File: src/rtl/epd_pkg.sv
// shared types and byte constants for the escaped packet deframer
package epd_pkg;

    // link bytes with a special meaning
    localparam logic [7:0] MARK_BYTE   = 8'hFF;
    localparam logic [7:0] OPEN_BYTE   = 8'h7B;
    localparam logic [7:0] CLOSE_BYTE  = 8'h7D;
    localparam logic [7:0] BSLASH_BYTE = 8'h5C;
    localparam logic [7:0] X_BYTE      = 8'h78;

    // result kinds carried on tuser
    localparam logic KIND_DATA = 1'b0;
    localparam logic KIND_END  = 1'b1;

    // output queue geometry
    localparam int unsigned QUEUE_DEPTH = 4;
    localparam int unsigned QPTR_W      = $clog2(QUEUE_DEPTH);
    localparam int unsigned QCNT_W      = $clog2(QUEUE_DEPTH + 1);

    // framing phase
    typedef enum logic [1:0] {
        PH_HUNT      = 2'd0,
        PH_HUNT_MARK = 2'd1,
        PH_IN        = 2'd2,
        PH_IN_MARK   = 2'd3
    } t_phase;

    // one result beat
    typedef struct packed {
        logic       kind;
        logic [7:0] data;
        logic       last;
    } t_result;

    // results produced by one input byte
    typedef struct packed {
        logic [1:0] num;
        t_result    res0;
        t_result    res1;
    } t_step;

endpackage

File: src/rtl/epd_step.sv
// next framing state and result beats for one received byte
module epd_step (
    input  epd_pkg::t_phase i_phase,
    input  logic            i_esc,
    input  logic [7:0]      i_byte,
    output epd_pkg::t_phase o_phase,
    output logic            o_esc,
    output epd_pkg::t_step  o_step
);
    import epd_pkg::*;

    // framing and unescape decisions
    always_comb begin
        o_phase          = i_phase;
        o_esc            = i_esc;
        o_step.num       = 2'd0;
        o_step.res0      = '{kind: KIND_DATA, data: i_byte, last: 1'b1};
        o_step.res1      = '{kind: KIND_DATA, data: i_byte, last: 1'b1};
        case (i_phase)
            PH_HUNT: begin
                if (i_byte == MARK_BYTE) begin
                    o_phase = PH_HUNT_MARK;
                end
            end
            PH_HUNT_MARK: begin
                if (i_byte == OPEN_BYTE) begin
                    o_phase = PH_IN;
                    o_esc   = 1'b0;
                end else if (i_byte != MARK_BYTE) begin
                    o_phase = PH_HUNT;
                end
            end
            PH_IN: begin
                if (i_byte == MARK_BYTE) begin
                    o_phase = PH_IN_MARK;
                end else if (i_esc) begin
                    // escape partner: x gives the marker byte, any other byte (backslash too) stays
                    o_esc      = 1'b0;
                    o_step.num = 2'd1;
                    if (i_byte == X_BYTE) begin
                        o_step.res0.data = MARK_BYTE;
                    end
                end else if (i_byte == BSLASH_BYTE) begin
                    o_esc = 1'b1;
                end else begin
                    o_step.num = 2'd1;
                end
            end
            PH_IN_MARK: begin
                // held marker byte always clears a pending escape
                o_esc = 1'b0;
                if (i_byte == CLOSE_BYTE) begin
                    o_step.num  = 2'd1;
                    o_step.res0 = '{kind: KIND_END, data: 8'h00, last: 1'b1};
                    o_phase     = PH_HUNT;
                end else if (i_byte == MARK_BYTE) begin
                    o_step.num       = 2'd1;
                    o_step.res0.data = MARK_BYTE;
                end else begin
                    o_phase          = PH_IN;
                    o_step.res0.data = MARK_BYTE;
                    if (i_byte == BSLASH_BYTE) begin
                        o_esc      = 1'b1;
                        o_step.num = 2'd1;
                    end else begin
                        o_step.num       = 2'd2;
                        o_step.res0.last = 1'b0;
                    end
                end
            end
            default: begin
                o_phase = PH_HUNT;
            end
        endcase
    end

endmodule

File: src/rtl/epd_outq.sv
// small result queue: up to two beats written per cycle, one read
module epd_outq (
    input  logic            i_clk,
    input  logic            i_rst_n,
    input  epd_pkg::t_step  i_step,
    input  logic            i_push,
    output logic            o_room,
    output logic            o_m_tvalid,
    input  logic            i_m_tready,
    output epd_pkg::t_result o_head
);
    import epd_pkg::*;

    t_result             r_q [QUEUE_DEPTH];
    logic [QPTR_W-1:0]   r_wp;
    logic [QPTR_W-1:0]   r_rp;
    logic [QCNT_W-1:0]   r_cnt;
    logic [QPTR_W-1:0]   n_wp;
    logic [QPTR_W-1:0]   n_rp;
    logic [QCNT_W-1:0]   n_cnt;
    logic [1:0]          push_num;
    logic                pop;

    // flow control: room for a worst-case pair of results
    assign o_room     = (r_cnt <= QCNT_W'(QUEUE_DEPTH - 2));
    assign o_m_tvalid = (r_cnt != '0);
    assign o_head     = r_q[r_rp];
    assign pop        = o_m_tvalid && i_m_tready;
    assign push_num   = i_push ? i_step.num : 2'd0;

    // pointer and fill count update
    always_comb begin
        n_wp  = r_wp + QPTR_W'(push_num);
        n_rp  = r_rp + QPTR_W'(pop);
        n_cnt = r_cnt + QCNT_W'(push_num) - QCNT_W'(pop);
    end

    always_ff @(posedge i_clk) begin
        if (!i_rst_n) begin
            r_wp  <= '0;
            r_rp  <= '0;
            r_cnt <= '0;
        end else begin
            r_wp  <= n_wp;
            r_rp  <= n_rp;
            r_cnt <= n_cnt;
        end
    end

    // entry writes
    always_ff @(posedge i_clk) begin
        if (push_num != 2'd0) begin
            r_q[r_wp] <= i_step.res0;
        end
        if (push_num == 2'd2) begin
            r_q[r_wp + QPTR_W'(1)] <= i_step.res1;
        end
    end

endmodule

File: src/rtl/escaped_packet_deframer.sv
// top level of the escaped packet deframer
// Takes one link byte per beat and emits decoded payload bytes and end-of-packet
// beats. A packet opens with 0xFF '{' and closes with 0xFF '}'; inside, \\ gives a
// backslash, \x gives 0xFF and a backslash before any other byte is dropped. The
// input takes one byte every cycle while the four-entry result queue holds at most
// two beats. A byte that yields two results (a held 0xFF released with the next
// byte) always ends a run of 0xFF bytes whose first yields none, so results never
// outnumber bytes and with a ready receiver the input runs at one byte per cycle;
// it stalls only while the receiver stalls and more than two beats wait. Results
// are registered in the queue before leaving. tlast marks the last result of a byte.
module escaped_packet_deframer (
    input  logic       i_clk,
    input  logic       i_rst_n,
    input  logic       i_s_tvalid,
    output logic       o_s_tready,
    input  logic [7:0] i_s_tdata,   // [7:0] in_byte
    output logic       o_m_tvalid,
    input  logic       i_m_tready,
    output logic [7:0] o_m_tdata,   // [7:0] data
    output logic       o_m_tuser,   // [0] kind
    output logic       o_m_tlast
);
    import epd_pkg::*;

    t_phase  r_phase;
    logic    r_esc;
    t_phase  n_phase;
    logic    n_esc;
    t_step   step;
    t_result head;
    logic    accept;

    assign accept = i_s_tvalid && o_s_tready;

    // byte decode
    epd_step u_step (
        .i_phase (r_phase),
        .i_esc   (r_esc),
        .i_byte  (i_s_tdata),
        .o_phase (n_phase),
        .o_esc   (n_esc),
        .o_step  (step)
    );

    // framing state
    always_ff @(posedge i_clk) begin
        if (!i_rst_n) begin
            r_phase <= PH_HUNT;
            r_esc   <= 1'b0;
        end else if (accept) begin
            r_phase <= n_phase;
            r_esc   <= n_esc;
        end
    end

    // result queue
    epd_outq u_outq (
        .i_clk      (i_clk),
        .i_rst_n    (i_rst_n),
        .i_step     (step),
        .i_push     (accept),
        .o_room     (o_s_tready),
        .o_m_tvalid (o_m_tvalid),
        .i_m_tready (i_m_tready),
        .o_head     (head)
    );

    assign o_m_tdata = head.data;
    assign o_m_tuser = head.kind;
    assign o_m_tlast = head.last;

endmodule

File: config.mk
export PLATFORM = sky130hd
export DESIGN_NAME = escaped_packet_deframer
export DESIGN_NICKNAME = d
export VERILOG_FILES = /design/src/rtl/epd_pkg.sv /design/src/rtl/epd_step.sv /design/src/rtl/epd_outq.sv /design/src/rtl/escaped_packet_deframer.sv
export SDC_FILE = /design/constraint.sdc
export NUM_CORES = 1
export LEC_CHECK = 0
export BUFFER_PORTS_ARGS = -buffer_cell sky130_fd_sc_hd__buf_2
export CAP_MARGIN = 20
export CORE_UTILIZATION = 40
export CTS_CLUSTER_SIZE = 12
export DETAILED_ROUTE_END_ITERATION = 12
export MAX_ROUTING_LAYER = met4
export PLACE_DENSITY_LB_ADDON = 0.08
export SETUP_SLACK_MARGIN = 0.5
export SLEW_MARGIN = 10
export SYNTH_ARGS = -nofsm -noshare
export SYNTH_HDL_FRONTEND = slang
export SYNTH_HIERARCHICAL = 1
export SYNTH_SLANG_ARGS = --single-unit
export TNS_END_PERCENT = 50
File: constraint.sdc
create_clock -name i_clk -period 2.57 [get_ports i_clk]
set_clock_uncertainty 0.15 [all_clocks]
set_input_delay 0.1285 -clock i_clk [delete_from_list [all_inputs] [get_ports i_clk]]
set_output_delay 0.1285 -clock i_clk [all_outputs]
set_load 0.01 [all_outputs]
Word level (Yosys, flattened, before mapping). Memories as Yosys holds them, arrays and structs flattened. A register that Yosys moved wholly into a read port is not among the register bits. Index checks and enable logic that the tools add are counted.

Bits in registers: 10. ROM bits: 0. Memory bits (writable): 40. Memories kept: 1. Latch bits: 0.

Order comparisons: 1. Shift-type cells: 0. Div/mod/pow operators: 0. Bitwise operators: 0. Equality and inequality tests: 16. Reduce and logical (&&, ||, !) cells: 8. $mul: 0. Mux-type cells: 36. Add/sub/neg operators: 5.

Memories: u_outq.r_q (words 4, bits a word 10, read ports 1, clocked after Yosys merged registers in 1, wr ports 2, line epd_outq.sv:14) `t_result r_q [QUEUE_DEPTH];`.

Operators with widths (count): 8-bit by 7-bit == test with 1-bit output (second input constant) (4); 2-bit 2-to-1 mux (12); 8-bit 2-to-1 mux (3); 1-bit 2-to-1 mux (16); 8-bit case mux with 2 select lines (1); 9-bit 2-to-1 mux (1); 8-bit == test (second input constant) (1); 8-bit inequality test (second input constant) (1); 2-bit case mux with 4 select lines (1); 2-bit == test (second input constant) (3); 2-bit by 1-bit inequality test with 1-bit output (second input constant) (3); 3-bit nonzero test (2); 5-bit AND reduction (1); 2-bit case mux with 2 select lines (1); 4-bit AND reduction (1); 3-bit by 2-bit adder with 3-bit output (1); 3-bit by 2-bit <= comparator with 1-bit output (second input constant) (1); 3-bit by 1-bit inequality test with 1-bit output (second input constant) (1); 3-bit inequality test (second input constant) (1); 1-bit case mux with 3 select lines (1); 3-bit by 1-bit subtractor with 3-bit output (1); 2-bit by 1-bit adder with 2-bit output (1); 2-bit by 1-bit adder with 2-bit output (second input constant) (1); 2-bit adder (1); other kinds (5) (6).

Longest topological paths before layout.
Word-level depth: 9. Gate-level depth with buffers: 12. Mapped depth without buffers: 12.

By module. Netlist, hierarchy kept.

Modules (own cells, without submodules): epd_outq (area each 2371.0 sq um, cells an instance 149, times used 1); epd_step (area each 352.8 sq um, cells an instance 57, times used 1); escaped_packet_deframer (area each 125.1 sq um, cells an instance 13, times used 1).

Worst setup path before layout. No wires, ideal clock.

Path type: register -> register. Start: register r_phase[1]. End: register u_outq.r_cnt[2]. Library setup time: 0.115 ns. Cell stages (with the launch flop): 11. Arrival time: 2.386 ns. Path slack: -0.081 ns. Cells stage by stage: dfxtp_1 -> inv_1 -> o41ai_1 -> nand2_1 -> nand3_1 -> nand2_1 -> ha_1 -> fa_1 -> xnor2_1 -> xnor2_1 -> and2_1.

RTL lines: start, declared (line escaped_packet_deframer.sv:25) `t_phase r_phase;`; start signal, assigned (line escaped_packet_deframer.sv:51) `r_phase <= n_phase;`; end signal, assigned (line epd_outq.sv:46) `r_cnt <= n_cnt;`; end, declared (line epd_outq.sv:17) `logic [QCNT_W-1:0] r_cnt;`.

==> metrics.md <==
| Metric | Value |
|---|---|
| Status | completed |
| Wire per inst | approximately 17 um |
| FF-to-FF setup slack | ~200 ps |
| Most frequent CP cell | nand2_1 |
| Slew @ Worst Pin | approximately 640 ps |
| Post-synth top area share | a little over two fifths |
| Switching share of power | a little under 30% |
| Net Sw Power | 587 uW |
| Sequential share of power | roughly 48% |
| Detailed Route Iter0 Violations | between 60 and 70 |
| Synth Warn # | 6 |
| Pint | roughly 1.4 mW |
| EDFF count, synth | 40 |
| Reg-to-Reg Start | r_phase[0] |
| Hold WC Path Type | in2reg |
| Met3 Routed Length | roughly 130 um |
| Largest net degree at the start of global routing | 17 |
| Commonest non-fill, non-tap cell in the layout | edfxtp_1 |
| Final Hold Vio Count | 0 |
| Clock transition at the registers of the reported paths | about 90 ps |
| Synth cell types | 43 |
| Fin Setup TNS | 0 ps |
| Met2 Wirelength | between 3000 and 4000 um |
| Fmax | roughly 0.42 GHz |
| Final net count | ~300 |
| Cell Rows | 30 |
| Die height | about 86 um |
| Metal-1 WL | just over 3000 um |
| Clock Latency Late Sink | ~300 ps |
| Antenna violations before repair | 0 |
| Fraction of layout cells with a size suffix above 1 | 55.5% |
| Fin crit period | around 2400 ps |
| Area leader, netlist | edfxtp_1 |
| RSZ-0062 raised after global routing | true |
| Mapped cell area | 0.00285 mm2 |
| CP peak stage delay | around 400 ps |
| First-pass GRT wire length | approximately 11000 um |
| Crit path DAT | ~2400 ps |
| Grt ovf | 0 |
| Critical Path RT | 2630 ps |
| Area added between synthesis and finish | 29.5% |
| Hold EP | r_phase[0] |
| DP Wirelength | approximately 4500 um |
| Slew headroom | between 50% and 60% |
| CTS root buf | clkbuf_8 |
| Total Routing Usage GR | about a fifth |
| Syn avg cell area | between 10 and 15 um2 |
| Primary FF master, synth | edfxtp_1 |
| Final Max Tran Viols | 0 |
| Hold path depth | 3 |
| Hold path start | i_rst_n |
| CTS sink count | 50 |
| CTS buffer count | 5 |
| Post-Syn Nets | 235 |
| Total Die Area | 0.00746 mm2 |
| Setup crit start kind | flip-flop |
| Worst setup EP type | flip-flop |
| Peak supply drop | 336 uV |
| CTS tree | yes |
| Synth top area cells | edfxtp_1 (42%), mux2_2 (16%), mux4_2 (7.9%) |
| Post-synthesis async set-or-reset flop share | 0% |
| IO buf count | 23 |
| Final core utilization | between 50% and 60% |
| Final setup violation count | 0 |
| R2R depth | 10 |
| Max-cap violations | 0 |
| Number of global-route vias before repair | around 2000 |
| Routability cong. | roughly 0.84 |
| Slowest cell on crit path | or3_4 |
| Initial core utilization | 41.7% |
| Leakage power | ~1.4 nW |
| Vias per inst | ~5 |
| Highest-count cells in the layout ignoring fill and taps | edfxtp_1 (40), buf_4 (36), mux2_2 (29) |
| Core ar. | 0.00683 mm2 |
| Combinational share of power | roughly 29% |
| Crit-path cells | nand2_1 -> or3_4 -> inv_4 -> nand2_1 -> ha_1 -> inv_1 -> fa_2 -> xnor2_2 -> xnor2_1 -> and2_1 |
| Max FO, Critical Path | 4 |
| Post-Route WL | around 6300 um |
| Sequential area share after synthesis | about half |
| Die width | roughly 86 um |
| Pre-antenna DRT Iters | 4 |
| Final worst path period share | about 92% |
| Worst R2R End | u_outq/r_cnt[2] |
| DRC Markers | 0 |
| Power Density | 539 mW/mm2 |
| Via Count | 1897 |
| Yosys reg bits | 50 |
| H-Tree Depth | 2 |
| Top routing layer in use | met4 |
| Cells after Synth | ~220 |
| Final ANT Viol Nets | 0 |
| Clock power frac | 23.6% |
| Clock buffer depth | 2 |
| IO Pins | 24 |
| Crit Path Category | reg2reg |
| ANT cells | 0 |
[worst max-delay path by stage]
stage	startpoint	end	slack, ps	cells past startpoint
floorplan	r_phase[0]	u_outq/r_cnt[2]	210	10
global placement	i_s_tdata[1]	u_outq/r_cnt[2]	20	13
detailed placement	i_s_tdata[1]	u_outq/r_cnt[2]	-20	13
CTS	r_phase[0]	u_outq/r_cnt[2]	210	10
global route	r_phase[0]	u_outq/r_cnt[2]	60	10
finish	r_phase[0]	u_outq/r_cnt[2]	200	10
[area by class of cell]
cell class	instances	area, um2
repair buffers	71	574
well taps	96	120
inverters	5	21.3
fillers	652	3140
clock inverters	3	21.3
flip-flops and latches	50	1410
clock buffers	5	68.8
multi-input cells	149	1480
[repair_timing]
action	in CTS	in global routing
pin swaps	3	9
gates resized for setup	12	10
hold buffers	1	0
setup buffers	11	0
gates cloned	1	0
setup endpoints to repair	61	82
endpoints found under the hold margin	3	0
[power groups by stage]
stage | registers (mW) | clock network, mW | logic (mW)
6_report | 0.950 | 0.470 | 0.569
5_1_grt | 0.959 | 0.516 | 0.635
4_1_cts | 0.948 | 0.483 | 0.543
3_5_place_dp | 0.967 | 0 | 0.532
3_3_place_gp | 0.967 | 0 | 0.532
2_1_floorplan | 0.948 | 0 | 0.385
[synth_stat cells (2+ instances only)]
| cell type | instances |
|---|---|
| xor2_1 | 2 |
| o21ai_2 | 3 |
| mux2_2 | 41 |
| ha_1 | 3 |
| clkbuf_1 | 3 |
| nand3b_1 | 2 |
| nor2_2 | 3 |
| and2_1 | 9 |
| or3_1 | 3 |
| nand3_1 | 3 |
| conb_1 | 2 |
| nand2_1 | 10 |
| nor2_1 | 18 |
| edfxtp_1 | 40 |
| buf_4 | 10 |
| dfxtp_1 | 10 |
| mux4_2 | 10 |
| inv_1 | 5 |
| nor3_1 | 8 |
| xnor2_1 | 5 |
| nand4_1 | 5 |
| nand2b_1 | 3 |
[state kept, by name (all words and copies together) (netlist names)]
register,cells
r_phase,2
r_esc,1
u_outq/r_q,40
u_outq/r_rp,2
u_outq/r_cnt,3
u_outq/r_wp,2
[stage by stage]
stage               power, mW  hold WS, ps  worst slack, ps  instances  area (um2)
detailed placement       1.50          289            -16.0        358        3400
CTS                      1.97         14.7              207        379        3650
global placement         1.50          288             21.3        358        3400
finish                   1.99         26.0              201        379        3690
global route             2.11         29.1             64.4        379        3690
floorplan                1.33          100              210        219        2950
[kinds of logic (layout without fill, tap and decap cells)]
family	after synthesis	count (layout)	share of synthesized area (%)
simple gates	72	72	14.4
fa+ha+maj	4	4	2.02
xor+xnor	7	7	2.15
other cells	2	2	0.264
compound gates	13	13	3.56
mux	51	51	24.1
buf+inv	20	84	4.26
flops	50	50	49.2
[routing by layer]
layer | up-vias | GRT usage (%)
li1 | 943 | -
met1 | 925 | 26.0
met2 | 21 | 31.8
met3 | 8 | 3.43
met4 | 0 | 6.21
met5 | - | -
[critical path: cells and delay by family, from the launching register on]
family / cells / cell delay [ps]
buf+inv: 2 / 110
simple gates: 4 / 700
flops: 1 / 370
fa+ha+maj: 2 / 680
xor+xnor: 2 / 260
Note: power is estimated with default switching activity, not from simulation.
